## config.mk

```make
export PLATFORM = sky130hd
export DESIGN_NAME = sac_ctrl
export DESIGN_NICKNAME = d
export VERILOG_FILES = /design/src/hw/rtl/sac_pkg.sv /design/src/hw/rtl/sac_ctrl.sv
export SDC_FILE = /design/constraint.sdc
export NUM_CORES = 1
export LEC_CHECK = 0
export ABC_AREA = 0
export ABC_CLOCK_PERIOD_IN_PS = 1200
export BUFFER_PORTS_ARGS = -buffer_cell sky130_fd_sc_hd__clkbuf_2
export CORE_AREA = 2 2 39 41
export DETAILED_ROUTE_END_ITERATION = 10
export DIE_AREA = 0 0 41 43
export SLEW_MARGIN = 5
export SYNTH_ARGS = -nofsm -noshare
export SYNTH_HDL_FRONTEND = slang
export SYNTH_SLANG_ARGS = --single-unit
```

## constraint.sdc

```tcl
create_clock -name clk -period 1.2 [get_ports clk]
set_input_delay 0.12 -clock clk [delete_from_list [all_inputs] [get_ports clk]]
set_output_delay 0.12 -clock clk [all_outputs]
set_load 0.05 [all_outputs]
```

## src/hw/rtl/sac_pkg.sv

```systemverilog
`default_nettype none
package sac_pkg;

  // default geometry
  localparam int DEF_MAX_SET_BITS = 6;
  localparam int DEF_MAX_WAYS     = 8;
  localparam int DEF_ADDR_WIDTH   = 64;

  // field widths fixed by the interface
  localparam int SET_BITS_W  = 3;
  localparam int OFFSET_W    = 6;
  localparam int WAYS_CFG_W  = 4;
  localparam int CFG_IDX_W   = 2;
  localparam int CFG_DATA_W  = 6;
  localparam int OUTCOME_W   = 2;
  localparam int OUT_SET_W   = 6;
  localparam int OUT_WAY_W   = 3;
  localparam int CNT_W       = 32;

  // configuration register indexes
  localparam logic [CFG_IDX_W-1:0] CFG_SET_BITS    = 2'd0;
  localparam logic [CFG_IDX_W-1:0] CFG_OFFSET_BITS = 2'd1;
  localparam logic [CFG_IDX_W-1:0] CFG_WAYS        = 2'd2;

  // outcome codes
  localparam logic [OUTCOME_W-1:0] OUTCOME_HIT   = 2'd0;
  localparam logic [OUTCOME_W-1:0] OUTCOME_FILL  = 2'd1;
  localparam logic [OUTCOME_W-1:0] OUTCOME_EVICT = 2'd2;

  typedef enum logic [2:0] {
    ST_CLEAR,
    ST_IDLE,
    ST_READ,
    ST_EVAL,
    ST_WRITE
  } state_t;

  // controller -> datapath
  typedef struct packed {
    logic clear;   // write a zero row at the sweep pointer
    logic load;    // capture set and tag of the accepted address
    logic rd_en;   // read the set row
    logic eval;    // register lookup decision
    logic commit;  // write back row, update totals, emit result
  } ctl_cmd_t;

  // datapath -> controller
  typedef struct packed {
    logic clear_last;
  } dp_sts_t;

endpackage
`default_nettype wire

```

## src/hw/rtl/sac_ctrl.sv

```systemverilog
`default_nettype none
module sac_ctrl
  import sac_pkg::*;
(
  input  wire logic     clk,
  input  wire logic     rst_n,
  input  wire logic     start,
  output logic          busy,
  input  wire dp_sts_t  sts,
  output ctl_cmd_t      cmd
);

  state_t state_r, state_nxt;

  always_ff @(posedge clk) begin
    if (!rst_n) begin
      state_r <= ST_CLEAR;
    end else begin
      state_r <= state_nxt;
    end
  end

  // next state
  always_comb begin
    state_nxt = state_r;
    unique case (state_r)
      ST_CLEAR: if (sts.clear_last) state_nxt = ST_IDLE;
      ST_IDLE:  if (start) state_nxt = ST_READ;
      ST_READ:  state_nxt = ST_EVAL;
      ST_EVAL:  state_nxt = ST_WRITE;
      ST_WRITE: state_nxt = ST_IDLE;
      default:  state_nxt = ST_CLEAR;
    endcase
  end

  // outputs
  always_comb begin
    cmd  = '0;
    busy = 1'b1;
    unique case (state_r)
      ST_CLEAR: cmd.clear = 1'b1;
      ST_IDLE: begin
        busy     = 1'b0;
        cmd.load = start;
      end
      ST_READ:  cmd.rd_en  = 1'b1;
      ST_EVAL:  cmd.eval   = 1'b1;
      ST_WRITE: cmd.commit = 1'b1;
      default:  cmd = '0;
    endcase
  end

endmodule
`default_nettype wire

```

### Yosys cells after proc, flatten, opt, wreduce, memory -nomap -nowiden

Cells that the tools add are included.

| operators by class | value |
|---|---|
| reduce and logical (&&, ||, !) cells | 2 |
| mux-type cells | 9 |
| equality and inequality tests | 6 |

Operator list:

| operator | number |
|---|---|
| $pmux W3 S5 | 1 |
| $eq A3 B2 Y1 const B | 2 |
| $mux W1 | 6 |
| $mux W3 | 2 |
| $ne A2 B2 Y1 const B | 2 |
| $eq A3 B1 Y1 const B | 1 |
| $eq A3 B3 Y1 const B | 1 |
| $logic_not A3 Y1 | 1 |
| $reduce_and A2 Y1 | 1 |

| storage, ports and cells | value |
|---|---|
| output and inout port bits | 6 |
| bits of input ports | 4 |
| word-level logic and storage cells | 18 |
| bits in registers | 3 |

### Depth between registers and ports, before layout

| logic depth | value |
|---|---|
| depth in word-level cells | 3 |
| mapped depth | 4 |
| depth with buffers taken out | 3 |

### Least setup slack after synthesis

OpenSTA, ideal clock, no wires.

| path | value |
|---|---|
| path kind | reg-to-output |
| from | register state_r[0] |
| to | output port cmd[3] (netlist bit) |
| arrival time | 1678 ps |
| path buffers | 0 |
| required time | 1080 ps |
| stages on the path, launching flop included | 4 |
| setup slack | -598 ps |
| cell sequence | dfxtp_1 -> nor2b_4 -> nand2b_1 -> nor2_1 |

RTL lines:

| element | line | source |
|---|---|---|
| from (decl) | sac_ctrl.sv:13 | `state_t state_r, state_nxt;` |
| from (signal assigned) | sac_ctrl.sv:19 | `state_r <= state_nxt;` |
| to (decl) | sac_ctrl.sv:10 | `output ctl_cmd_t cmd` |

==> results.txt <==
Port buffering added 9 buffers. Dividing total power by cell area gives a power density of 1200 nW/um2. The run gives 1 as the initial DRC count. The fraction of the mapped netlist area in compound gates was 4.58%. For this run, design rule violations remaining after detail routing come to 0. The floorplan has 14 rows. TritonCTS built the clock tree. The run gives 10 as the I/O pin count. The total of flip-flops plus latches after synthesis is 3, and the number of H-tree levels is 1. The tool flagged a number of max-cap violations equal to 0.

At the pin with the least slew margin, the transition time is 0.204 ns. The post-route worst hold slack came out at 0.141 ns. The largest individual stage delay along the critical path comes from the cell sky130_fd_sc_hd__dfxtp_2. The area of the mapped netlist is 191 um2, and the peak per-stage delay on the critical path is 0.31 ns. Ranked by flip-flop count, first place goes to state_r. Measured against its own limit, the worst slew margin works out to 86.4%. The run gives 0.000157 uW as the static power due to leakage. The number of flip-flops in the largest register was 3. The detailed router used layers up to and including met3.

For the worst path required time, the log shows 1.08 ns. Along the worst path, the maximum fanout reaches 5. The logs give 3 for the number of clock buffers inserted by TritonCTS and 0 for the antenna cell count. Global routing used 7.71% of the available tracks. The worst slack at placement was 0.0857 ns; the horizontal die dimension was 41 um. Setup repair after global routing could not meet its margin everywhere.

In this run the worst hold path is classified as in2reg. Number of hold violations in the final report: 0. In the synthesized netlist, the number of instances is 21. The count of pins over their slew limit came out at 0.

Relative to the synthesized area, the layout overhead comes to 89.5%. Grouping stages by cell kind, the critical path spends the most delay in flip-flops. After Yosys synthesis, full adders, half adders and majority gates account for 0% of the synthesized area. In the synthesized netlist, the cells that appear most often are 3 x sky130_fd_sc_hd__dfxtp_1, 2 x sky130_fd_sc_hd__nor2_1, 2 x sky130_fd_sc_hd__nor3_1, 2 x sky130_fd_sc_hd__nor3b_1, 2 x sky130_fd_sc_hd__nor3b_2. The flip-flop cell with the highest count after synthesis is sky130_fd_sc_hd__dfxtp_1.

Derived from the worst setup path, the maximum achievable clock frequency is 831 MHz. The clock reaches the later pin of the worst-skew pair after 0.23 ns. The largest family of logic cells by synthesized area is simple AND/OR/NAND/NOR gates. The die covers 1760 um2. The final reports fail on negative setup slack. The most common cell in the synthesized netlist is sky130_fd_sc_hd__dfxtp_1.

The length of routed met3 wiring is 34 um. After detailed routing, the average wire length per cell comes to 9.82 um. The average footprint of a synthesized cell was 9.12 um2. The net switching share of the total power was 32.4%; the maximum buffer depth of the clock tree was 2.

For the cell area after placement, the log shows 259 um2. The clock-pin slew of the registers on the worst-case setup and hold paths was 0.03 ns; the share of flip-flops with an asynchronous set or reset was 0%. The run gives 39.5% as the clock share of power. STA puts the critical path data arrival time at 1.08 ns. Cells with a size suffix above 1 make up 67.6% of the layout. The shortest period the worst path allows came out at 1.20 ns. Traced cell by cell, the critical path runs through buf_6, nor3b_4, buf_8. In the detailed route, the total length drawn on met2 is 304 um.

The final route contains 185 vias. The number of global-route vias before repair came out at 196. The tools report the fraction of the yosys area taken by sequential cells as 31.4%. Counting every net in the synthesized netlist gives 25. The first global-routing pass estimated 779 um of wire. The root buffer cell was sky130_fd_sc_hd__clkbuf_4.

Counting distinct cell types in the post-synthesis netlist gives 15. In this run the remaining antenna-violating nets after routing total 0. The combinational power share is 34.1%. The first TritonRoute pass finished after 2 iterations. The net switching component of the power was 141 uW. For the number of antenna violations at the first check in global routing, the log shows 0.

The Yosys warning count was 0. The core utilization of the finished layout came out at 26.2%. The sequential share of power came out at 26.4%.

In the post-synthesis netlist, the biggest area contributors are sky130_fd_sc_hd__dfxtp_1 31%, sky130_fd_sc_hd__nor3b_2 13%, sky130_fd_sc_hd__nor3b_1 7.8%. The synthesized netlist devotes 50.3% of its cell area to simple gates. The core region is 1380 um2.

In this run, synthesis inferred 0 flip-flops with an integrated enable. In the final layout, the registers with the most flip-flops are state_r: 3 flops. The met1 layer wirelength in the final routing was 152 um; the count of buffering cells on the critical path with inverters included was 2. Worst-case setup margin in the final layout: -0.00353 ns.

Startpoint-to-endpoint class of the critical path: reg2out. STA classifies the critical path startpoint as a register. The area share of the largest cell type after synthesis came out at 31.4%. IR analysis of the VDD net gives a maximum drop of 0.298 mV.

Of the post-synthesis cell area, the part taken by muxes is 5.23%. The die is 43 um tall. The final setup TNS came out at -0.00353 ns. The endpoint type of the worst setup path was an output pin. Across the routed clock network, the largest skew measured is 0.000428 ns.

The average vias per placed instance came out at 3.70. The logs give 1 for the number of setup violations in the final report and 491 um for the wire length reported by the detailed router. Routability-driven placement finished with a final weighted congestion of 0.583.

The run gives 317 um as the detailed placement HPWL. The run finished, with violations left. The synthesized-area fraction occupied by xor and xnor cells is 0%.

The run gives 11 as the pin count of the biggest net entering global routing. The finished cells cover 363 um2. The tools report the cts-stage hold buffer count as 0.

Counting every sink on the clock net gives 3. The final critical path takes up 100% of the cycle. Internal power comes to 295 uW. The tools report the final-stage net count as 39.

Summed over all layers, the global routing overflow is 0. The largest area contributor in the synthesized netlist is sky130_fd_sc_hd__dfxtp_1. Once the floorplan was initialized, standard cells occupied 13.8% of the core.
kinds of logic (layout without fill, tap and decap cells):
family          after synthesis  count (layout)
compound gates                1               1
flops                         3               3
mux                           1               1
buf+inv                       3              16
simple gates                 13              13
cell type report:
cell class                 count  area, um2
fill                         161       1020
multi-input combinational     15        134
timing repair buffer          11        110
sequential                     3       68.8
clock buffer                   4       26.3
tap                           16       20.0
inverter                       1       3.75
metrics by stage:
stage | instances | total power, uW
6_report | 50 | 436
5_1_grt | 50 | 468
4_1_cts | 50 | 443
3_5_place_dp | 45 | 234
3_3_place_gp | 45 | 232
2_1_floorplan | 21 | 206
final timing paths:
kind                   start    endpoint  slack, ns  cells past startpoint
setup reg to reg  state_r[0]  state_r[0]       0.11                      4
hold reg to reg   state_r[2]  state_r[1]       0.49                      1
hold / removal         rst_n  state_r[0]       0.14                      2
setup / recovery  state_r[0]      cmd[0]     -0.004                      3
per-layer routing:
layer  up-vias  track usage (%)
li1         96                -
met1        84             5.73
met2         5             10.9
met3         0             6.28
met4         0             8.00
met5         -                0
placed cells by master (no fill, tap or decap):
cell type	n
sky130_fd_sc_hd__buf_8	2
sky130_fd_sc_hd__buf_6	2
sky130_fd_sc_hd__clkbuf_2	3
sky130_fd_sc_hd__mux2i_1	1
sky130_fd_sc_hd__nor3b_2	2
sky130_fd_sc_hd__clkbuf_1	1
sky130_fd_sc_hd__nor2_1	1
sky130_fd_sc_hd__clkbuf_8	2
sky130_fd_sc_hd__nor2b_4	1
sky130_fd_sc_hd__nor3_2	1
sky130_fd_sc_hd__dfxtp_4	2
sky130_fd_sc_hd__o31a_1	1
sky130_fd_sc_hd__nor2b_1	1
sky130_fd_sc_hd__and3_1	1
sky130_fd_sc_hd__dfxtp_2	1
sky130_fd_sc_hd__nor3b_1	1
sky130_fd_sc_hd__nand2b_1	1
sky130_fd_sc_hd__inv_1	1
sky130_fd_sc_hd__buf_4	1
sky130_fd_sc_hd__nor2_2	1
sky130_fd_sc_hd__nor3_1	1
sky130_fd_sc_hd__and2_1	1
sky130_fd_sc_hd__clkbuf_4	4
sky130_fd_sc_hd__nor3b_4	1
power by group through the flow:
stage	Clock [uW]	Combinational [uW]	Sequential, uW
after CTS	184	144	115
after floorplan	0	91.3	115
after detailed placement	0	118	116
after global routing	193	159	116
after global placement	0	117	116
final	172	148	115
what timing repair did:
| action | CTS | global route |
|---|---|---|
| setup endpoints to repair | 6 | 6 |
| cloned | 0 | 0 |
| buffers inserted | 1 | 0 |
| pin swaps | 1 | 2 |
| hold endpoints to repair | 0 | 0 |
| resized for setup | 15 | 7 |
No activity file was read; power rests on OpenSTA's default activity.
